### src/hw/rtl/rgbled_pkg.sv
// Package for the RGB LED serial encoder.
// Holds widths, register indexes, reset values and the pulse length helper.
// No dependencies.
`default_nettype none

package rgbled_pkg;

    localparam int unsigned BITS_PER_WORD_DEF = 24;
    localparam int unsigned COLOR_W           = 24;
    localparam int unsigned TICK_W            = 8;
    localparam int unsigned CFG_ADDR_W        = 3;
    localparam int unsigned S_TDATA_W         = 24;
    localparam int unsigned M_TDATA_W         = 8;

    typedef logic [TICK_W-1:0]     tick_t;
    typedef logic [CFG_ADDR_W-1:0] cfg_addr_t;

    // Configuration register indexes.
    localparam cfg_addr_t REG_ONE_HIGH        = 3'd0;
    localparam cfg_addr_t REG_ZERO_HIGH       = 3'd1;
    localparam cfg_addr_t REG_ONE_LOW         = 3'd2;
    localparam cfg_addr_t REG_ZERO_LOW        = 3'd3;
    localparam cfg_addr_t REG_FINAL_ONE_LOW   = 3'd4;
    localparam cfg_addr_t REG_FINAL_ZERO_LOW  = 3'd5;

    // Reset values of the configuration registers.
    localparam tick_t RST_ONE_HIGH       = 8'd5;
    localparam tick_t RST_ZERO_HIGH      = 8'd1;
    localparam tick_t RST_ONE_LOW        = 8'd5;
    localparam tick_t RST_ZERO_LOW       = 8'd5;
    localparam tick_t RST_FINAL_ONE_LOW  = 8'd4;
    localparam tick_t RST_FINAL_ZERO_LOW = 8'd2;

    // Input command codes.
    localparam logic CMD_TICK = 1'b0;
    localparam logic CMD_LOAD = 1'b1;

    // A programmed length of zero behaves as a length of one.
    function automatic tick_t at_least_one(input tick_t v);
        at_least_one = (v == '0) ? tick_t'(1) : v;
    endfunction

endpackage

`default_nettype wire

### src/hw/rtl/rgb_led_serial_encoder.sv
// Top level of the RGB LED serial encoder: holding register, shift register,
// pulse timer and output register. Depends on rgbled_pkg.
//
// Usage:
//   The s_ channel carries commands. s_tuser selects a tick (0) or a load (1);
//   a load places s_tdata (the color word) and s_tlast (end of frame) in a
//   one-word holding register, and a tick advances the waveform by one unit.
//   Each accepted transfer produces exactly one m_ transfer with the pin level
//   for that tick, the holding register status, the sending flag, the load
//   rejection flag and, on m_tlast, the end of a frame.
//   The result of a transfer is in the output register on the next cycle.
//   One transfer is taken every cycle while the receiver is ready; the
//   throughput is set by the single output register, which is refilled in
//   the same cycle it is emptied.
//   When the receiver stalls, s_tready drops and the state holds, so no tick
//   is lost. Reset clears the line state (pin low, idle, holding register
//   empty), the output valid flag and restores the default pulse lengths.
//   Pulse lengths are written on the cfg_ port; the user must do so while
//   the encoder is idle (unenforced); writes past the last index are ignored.
`default_nettype none

module rgb_led_serial_encoder #(
    parameter int unsigned BITS_PER_WORD = rgbled_pkg::BITS_PER_WORD_DEF
) (
    input  wire logic                               aclk,
    input  wire logic                               aresetn,
    // Input channel.
    input  wire logic                               s_tvalid,
    output logic                                    s_tready,
    input  wire logic [rgbled_pkg::S_TDATA_W-1:0]   s_tdata,  // [23:0] color_word
    input  wire logic                               s_tuser,  // [0] command
    input  wire logic                               s_tlast,  // last_word
    // Result channel.
    output logic                                    m_tvalid,
    input  wire logic                               m_tready,
    // [0] pin_level, [1] holding_empty, [2] sending, [3] load_rejected, rest 0
    output logic [rgbled_pkg::M_TDATA_W-1:0]        m_tdata,
    output logic                                    m_tlast,  // frame_done
    // Configuration port.
    input  wire logic                               cfg_wr_en,
    input  wire logic [rgbled_pkg::CFG_ADDR_W-1:0]  cfg_addr,
    input  wire logic [rgbled_pkg::TICK_W-1:0]      cfg_wdata
);
    import rgbled_pkg::*;

    localparam int unsigned WORD_W = BITS_PER_WORD;
    localparam int unsigned POS_W  = $clog2(BITS_PER_WORD);
    localparam int unsigned EXT_W  = 32;
    localparam logic [POS_W-1:0] LAST_POS = POS_W'(BITS_PER_WORD - 1);

    // Configuration registers.
    tick_t one_high_reg, zero_high_reg, one_low_reg, zero_low_reg;
    tick_t final_one_low_reg, final_zero_low_reg;

    // Line state.
    logic [WORD_W-1:0] shift_reg, shift_next;
    logic [WORD_W-1:0] held_word_reg, held_word_next;
    logic              held_full_reg, held_full_next;
    logic              held_last_reg, held_last_next;
    logic              cur_last_reg, cur_last_next;
    logic [POS_W-1:0]  pos_reg, pos_next;
    tick_t             timer_reg, timer_next;
    logic              high_reg, high_next;
    logic              busy_reg, busy_next;

    // Output register.
    logic              m_valid_reg;
    logic              pin_reg, pin_next;
    logic              empty_reg, empty_next;
    logic              sending_reg, sending_next;
    logic              done_reg, done_next;
    logic              rej_reg, rej_next;

    logic              s_accept;
    logic              start;
    logic [WORD_W-1:0] e_shift;
    logic [POS_W-1:0]  e_pos;
    logic              e_high;
    logic              e_last;
    tick_t             e_timer;
    tick_t             t_dec;
    logic              cur_bit;
    logic              final_bit;
    logic [EXT_W-1:0]  color_ext;

    assign s_tready = !m_valid_reg || m_tready;
    assign s_accept = s_tvalid && s_tready;

    assign color_ext = {{(EXT_W - COLOR_W){1'b0}}, s_tdata[COLOR_W-1:0]};

    // Effective state for a tick: a waiting word starts on the same tick.
    assign start   = !busy_reg && held_full_reg;
    assign e_shift = start ? held_word_reg : shift_reg;
    assign e_pos   = start ? '0 : pos_reg;
    assign e_high  = start ? 1'b1 : high_reg;
    assign e_last  = start ? held_last_reg : cur_last_reg;
    assign cur_bit = e_shift[WORD_W-1];
    assign e_timer = start
        ? at_least_one(cur_bit ? one_high_reg : zero_high_reg) : timer_reg;
    assign t_dec     = (e_timer != '0) ? e_timer - tick_t'(1) : e_timer;
    assign final_bit = (e_pos >= LAST_POS);

    always_comb begin
        shift_next     = shift_reg;
        held_word_next = held_word_reg;
        held_full_next = held_full_reg;
        held_last_next = held_last_reg;
        cur_last_next  = cur_last_reg;
        pos_next       = pos_reg;
        timer_next     = timer_reg;
        high_next      = high_reg;
        busy_next      = busy_reg;
        pin_next       = 1'b0;
        sending_next   = 1'b0;
        done_next      = 1'b0;
        rej_next       = 1'b0;

        if (s_tuser == CMD_LOAD) begin
            if (held_full_reg) begin
                rej_next = 1'b1;
            end else begin
                held_word_next = color_ext[WORD_W-1:0];
                held_last_next = s_tlast;
                held_full_next = 1'b1;
            end
            pin_next     = busy_reg && high_reg;
            sending_next = busy_reg;
        end else if (busy_reg || held_full_reg) begin
            // The word bit being sent is always the MSB of the shift register.
            // The holding register only empties when its word starts.
            held_full_next = held_full_reg && !start;
            busy_next      = 1'b1;
            shift_next     = e_shift;
            pos_next       = e_pos;
            high_next      = e_high;
            cur_last_next  = e_last;
            timer_next     = t_dec;
            sending_next   = 1'b1;
            pin_next       = e_high;
            if (t_dec == '0) begin
                if (e_high) begin
                    high_next  = 1'b0;
                    timer_next = final_bit
                        ? at_least_one(cur_bit ? final_one_low_reg : final_zero_low_reg)
                        : at_least_one(cur_bit ? one_low_reg : zero_low_reg);
                end else if (final_bit) begin
                    busy_next     = 1'b0;
                    pos_next      = '0;
                    done_next     = e_last;
                    cur_last_next = 1'b0;
                end else begin
                    pos_next   = e_pos + POS_W'(1);
                    high_next  = 1'b1;
                    shift_next = {e_shift[WORD_W-2:0], 1'b0};
                    timer_next = at_least_one(e_shift[WORD_W-2] ? one_high_reg
                                                                : zero_high_reg);
                end
            end
        end
        empty_next = !held_full_next;
    end

    always_ff @(posedge aclk) begin
        if (!aresetn) begin
            shift_reg     <= '0;
            held_word_reg <= '0;
            held_full_reg <= 1'b0;
            held_last_reg <= 1'b0;
            cur_last_reg  <= 1'b0;
            pos_reg       <= '0;
            timer_reg     <= '0;
            high_reg      <= 1'b0;
            busy_reg      <= 1'b0;
        end else if (s_accept) begin
            shift_reg     <= shift_next;
            held_word_reg <= held_word_next;
            held_full_reg <= held_full_next;
            held_last_reg <= held_last_next;
            cur_last_reg  <= cur_last_next;
            pos_reg       <= pos_next;
            timer_reg     <= timer_next;
            high_reg      <= high_next;
            busy_reg      <= busy_next;
        end
    end

    always_ff @(posedge aclk) begin
        if (!aresetn) begin
            m_valid_reg <= 1'b0;
        end else if (s_accept) begin
            m_valid_reg <= 1'b1;
        end else if (m_tready) begin
            m_valid_reg <= 1'b0;
        end
    end

    always_ff @(posedge aclk) begin
        if (s_accept) begin
            pin_reg     <= pin_next;
            empty_reg   <= empty_next;
            sending_reg <= sending_next;
            done_reg    <= done_next;
            rej_reg     <= rej_next;
        end
    end

    always_ff @(posedge aclk) begin
        if (!aresetn) begin
            one_high_reg       <= RST_ONE_HIGH;
            zero_high_reg      <= RST_ZERO_HIGH;
            one_low_reg        <= RST_ONE_LOW;
            zero_low_reg       <= RST_ZERO_LOW;
            final_one_low_reg  <= RST_FINAL_ONE_LOW;
            final_zero_low_reg <= RST_FINAL_ZERO_LOW;
        end else if (cfg_wr_en) begin
            unique case (cfg_addr)
                REG_ONE_HIGH:       one_high_reg       <= cfg_wdata;
                REG_ZERO_HIGH:      zero_high_reg      <= cfg_wdata;
                REG_ONE_LOW:        one_low_reg        <= cfg_wdata;
                REG_ZERO_LOW:       zero_low_reg       <= cfg_wdata;
                REG_FINAL_ONE_LOW:  final_one_low_reg  <= cfg_wdata;
                REG_FINAL_ZERO_LOW: final_zero_low_reg <= cfg_wdata;
                default: ;
            endcase
        end
    end

    assign m_tvalid = m_valid_reg;
    assign m_tdata  = {{(M_TDATA_W - 4){1'b0}}, rej_reg, sending_reg, empty_reg, pin_reg};
    assign m_tlast  = done_reg;

`ifndef NO_ASSERTIONS
    // A load that finds the holding register full is reported as rejected.
    assert property (@(posedge aclk) disable iff (!aresetn)
        (s_accept && s_tuser == CMD_LOAD && held_full_reg) |=> (m_tvalid && m_tdata[3]))
        else $error("full holding register load not flagged");

    // The end of a frame is only reported on a tick that belongs to a word.
    assert property (@(posedge aclk) disable iff (!aresetn)
        (m_tvalid && m_tlast) |-> (m_tdata[2] && !m_tdata[3]))
        else $error("frame_done outside a word");

    // The line stays low whenever no word is being sent.
    assert property (@(posedge aclk) disable iff (!aresetn)
        (m_tvalid && !m_tdata[2]) |-> !m_tdata[0])
        else $error("pin high while idle");

    // The bit position never runs past the last bit of a word.
    assert property (@(posedge aclk) disable iff (!aresetn)
        pos_reg <= LAST_POS)
        else $error("bit position out of range");

    // While a word is in progress its phase timer is never left at zero.
    assert property (@(posedge aclk) disable iff (!aresetn)
        busy_reg |-> (timer_reg != '0))
        else $error("phase timer empty during a word");
`endif

endmodule

`default_nettype wire
### config.mk
export PLATFORM = sky130hd
export DESIGN_NAME = rgb_led_serial_encoder
export DESIGN_NICKNAME = d
export VERILOG_FILES = /design/src/hw/rtl/rgbled_pkg.sv /design/src/hw/rtl/rgb_led_serial_encoder.sv
export SDC_FILE = /design/constraint.sdc
export NUM_CORES = 1
export LEC_CHECK = 0
export ABC_AREA = 1
export BUFFER_PORTS_ARGS = -buffer_cell sky130_fd_sc_hd__buf_2
export CAP_MARGIN = 10
export CORE_MARGIN = 3
export CORE_UTILIZATION = 50
export DETAILED_ROUTE_END_ITERATION = 16
export PLACE_DENSITY = 0.7
export SYNTH_ARGS = -nofsm -noshare
export SYNTH_HDL_FRONTEND = slang
export SYNTH_SLANG_ARGS = --single-unit
### constraint.sdc
create_clock -name aclk -period 5.2 [get_ports aclk]
set_input_delay 0.26 -clock aclk [delete_from_list [all_inputs] [get_ports aclk]]
set_output_delay 0.26 -clock aclk [all_outputs]
set_load 0.1 [all_outputs]
==> flow_summary_export.csv <==
group,metric,value,unit
critical_path,reg2reg_slack,1.04,ns
critical_path,r2r-start,"held_full_reg$_SDFFE_PN0P_",
timing,setup_viol,0,
yosys,ys_ff_latch,120,
routing,dr.pass1.iters,5,
timing,slew_viol_final,0,
yosys,avgSynthCellArea,6.50,um2
routing,wl_per_cell,13.8,um
layout,syn2layout_area_growth,11.0,%
clock_tree,cts_tree,"done",
timing,tns,0,ns
timing,fin_crit,4.16,ns
power,ir_drop,0.000259,V
floorplan,pin_count,53,
global_routing,first_global_vias,5723,
yosys,ys_seq_area_share,35.3,%
routing,vias_per_cell,5.28,
routing,drc,0,
global_routing,grt_use_met3,4.45,%
clock_tree,cts_setup_buffers,0,
floorplan,die_y,124,um
clock_tree,max-clock-path-buffers,2,
layout,nets,1120,
clock_tree,clk_pin_slew_worst_paths,0.06,ns
clock_tree,cts.sinks,120,
floorplan,die_x,124,um
worst_hold_path,worstHoldPathCells,3,
clock_tree,root_buffer,"clkbuf_16",
worst_hold_path,min_from,"s_tdata[1]",
clock_tree,clk_latency,0.42,ns
critical_path,critPathRequiredTime,5.45,ns
timing,relSlewSlack,21.4,%
floorplan,rows,42,
global_routing,grtUsageTotal,23.3,%
yosys,yosys_warnings,0,
critical_path,cp_max_fo,39,
floorplan,start_util,51.8,%
timing,worst_pin_slew,1.18,ns
critical_path,r2r-end,"shift_reg[11]$_SDFFE_PN0P_",
global_routing,grt_max_degree,85,
flow_run,maxCapViolations,0,
global_routing,gr-total-overflow,0,
status,status,"finished, final reports clean",
place,place.gp.congestion,0.894,
critical_path,cp-end-kind,"register",
yosys,syn_area,6950,um2
timing,fin_worst_skew,0.0127,ns
floorplan,core,13400,um2
worst_hold_path,holdPathEnd,"held_word_reg[1]$_SDFFE_PN0P_",
clock_tree,cts_hold_buf,0,
critical_path,crit_type,"register to register",
critical_path,rr_worst_depth,20,
clock_tree,cts_made_buffers,17,
yosys,synth_edf_count,5,
timing,fmax,241,MHz
global_routing,top_usage_layer,"met2",
layout,final_util,57.6,%
timing,rsz0062_at_grt,"no",
critical_path,startpoint_type,"register",
power,powerDensity,353,nW/um2
routing,via_count,6684,
routing,dr.first_iter.drc_count,565,
timing,min_period_over_period,79.9,%
global_routing,grt_pass1_wl,28400,um
place,hpwl,11500,um
yosys,yosys_most_used_dff,"dfxtp_1",
clock_tree,cts.repair.resized,0,
yosys,synthCells,1068,
yosys,synthArstFlopShare,0,%
critical_path,startpoint,"held_full_reg$_SDFFE_PN0P_",
global_routing,grtUsageMet1,33.3,%
worst_hold_path,hp-class,"input pin to register",
floorplan,die_area,15300,um2
clock_tree,h-tree-depth,4,
layout,drive_above_1_share,13.3,%
critical_path,worstPathArrival,4.40,ns
routing,antenna_left,0,
timing,hold_viol_final,0,
layout,fillers,1329,
layout,diodes,0,
place,io_buffers,48,
routing,wl,17500,um
yosys,yosysUniqueCellTypes,43,
power,power_leakage,3.50,nW
global_routing,grt_use_met2,35.6,%
global_routing,antenna_found_initial,0,
## kinds of logic (layout without fill, tap and decap cells)
kind of cell               count (synthesis)  in the layout  synth area share [%]
AOI/OAI and AO/OA                        248            248                  18.8
xor gates and xnor gates                   1              1                 0.126
adders and majority gates                  2              2                 0.360
buffers and inverters                    158            176                  10.1
DFF                                      120            120                  35.3
muxes                                      5              5                 0.721
other                                      1              4                0.0540
and+or+nand+nor                          533            533                  34.6
## layout by cell type, fill, tap and decap left out, types with 17 or more instances in the layout
cell / count
or2_2: 23
buf_2: 48
clkbuf_16: 17
dfxtp_1: 115
inv_1: 85
nand2_1: 286
nor2_1: 113
o21ai_0: 158
nand3_1: 65
a21oi_1: 67
## how the worst max path moves through the flow
stage,to
after floorplan,held_word_reg[3]$_SDFFE_PN0P_
after global placement,shift_reg[22]$_SDFFE_PN0P_
after detailed placement,shift_reg[8]$_SDFFE_PN0P_
after CTS,shift_reg[11]$_SDFFE_PN0P_
after global routing,shift_reg[14]$_SDFFE_PN0P_
final,shift_reg[11]$_SDFFE_PN0P_
## worst max-delay path, stage by stage, from the launching register on
cell and delay, ns:
dfxtp_1 0.58, nand2_8 0.26, inv_2 0.61, o21ai_1 0.15, a21oi_1 0.21, nand2_1 0.09, nand2_2 0.13, ha_1 0.22
nand3_2 0.13, nor2_4 0.13, nand3_4 0.13, nand2_1 0.12, nand2_1 0.07, nor2_2 0.11, nand2_2 0.10, nor2_8 0.30
nand2_4 0.27, nand2_1 0.16, nand2_1 0.06, nand2_1 0.05, a21oi_1 0.06
## cells in the mapped netlist, types with 4 or more instances
cell	count	area share (%)
nand2_2	6	0.54
clkbuf_1	42	2.3
or2_2	23	2.1
nand2_1	286	15
dfxtp_1	115	33
buf_4	11	1.2
edfxtp_1	5	2.2
a32o_1	4	0.58
o21ai_0	158	11
a31oi_1	6	0.54
nand3_1	65	4.7
inv_1	85	4.6
a21oi_1	67	4.8
mux2i_1	5	0.72
nand3_2	6	0.86
nor2_1	115	6.2
nand2_4	5	0.81
nor2_4	5	0.81
buf_6	8	1.3
buf_2	5	0.36
nand4_1	6	0.54
## metal layers
metal  vias to the layer above  routed length (um)
met5                         -                   0
met4                         0                 235
met3                        19                 828
met2                       154                7730
met1                      3029                8660
li1                       3482                   -
## area by class of cell
cell class | count | area [um2] | share of cell area, %
clock inverters | 14 | 173 | 2.24
inverters | 91 | 344 | 4.46
multi-input cells | 793 | 3810 | 49.4
well taps | 176 | 220 | 2.86
flip-flops and latches | 120 | 2450 | 31.8
clock buffers | 18 | 439 | 5.69
repair buffers | 53 | 278 | 3.60
## stage by stage
stage	total power, W	hold slack, ns	std cells	cell area [um2]	setup slack [ns]
2_1_floorplan	0.00143	0.386	1071	6960	2.20
6_report	0.00272	0.0875	1265	7710	1.04
4_1_cts	0.00273	0.0788	1265	7710	1.09
3_3_place_gp	0.00152	0.437	1233	7100	1.24
5_1_grt	0.00284	0.104	1265	7710	0.630
3_5_place_dp	0.00152	0.442	1233	7100	1.10
## power breakdown
| part | switching (W) | internal [W] |
|---|---|---|
| clock network | 0.000445 | 0.000768 |
| registers | 0.0000217 | 0.000965 |
| logic | 0.000371 | 0.000150 |
Note: power is estimated with default switching activity, not from simulation.
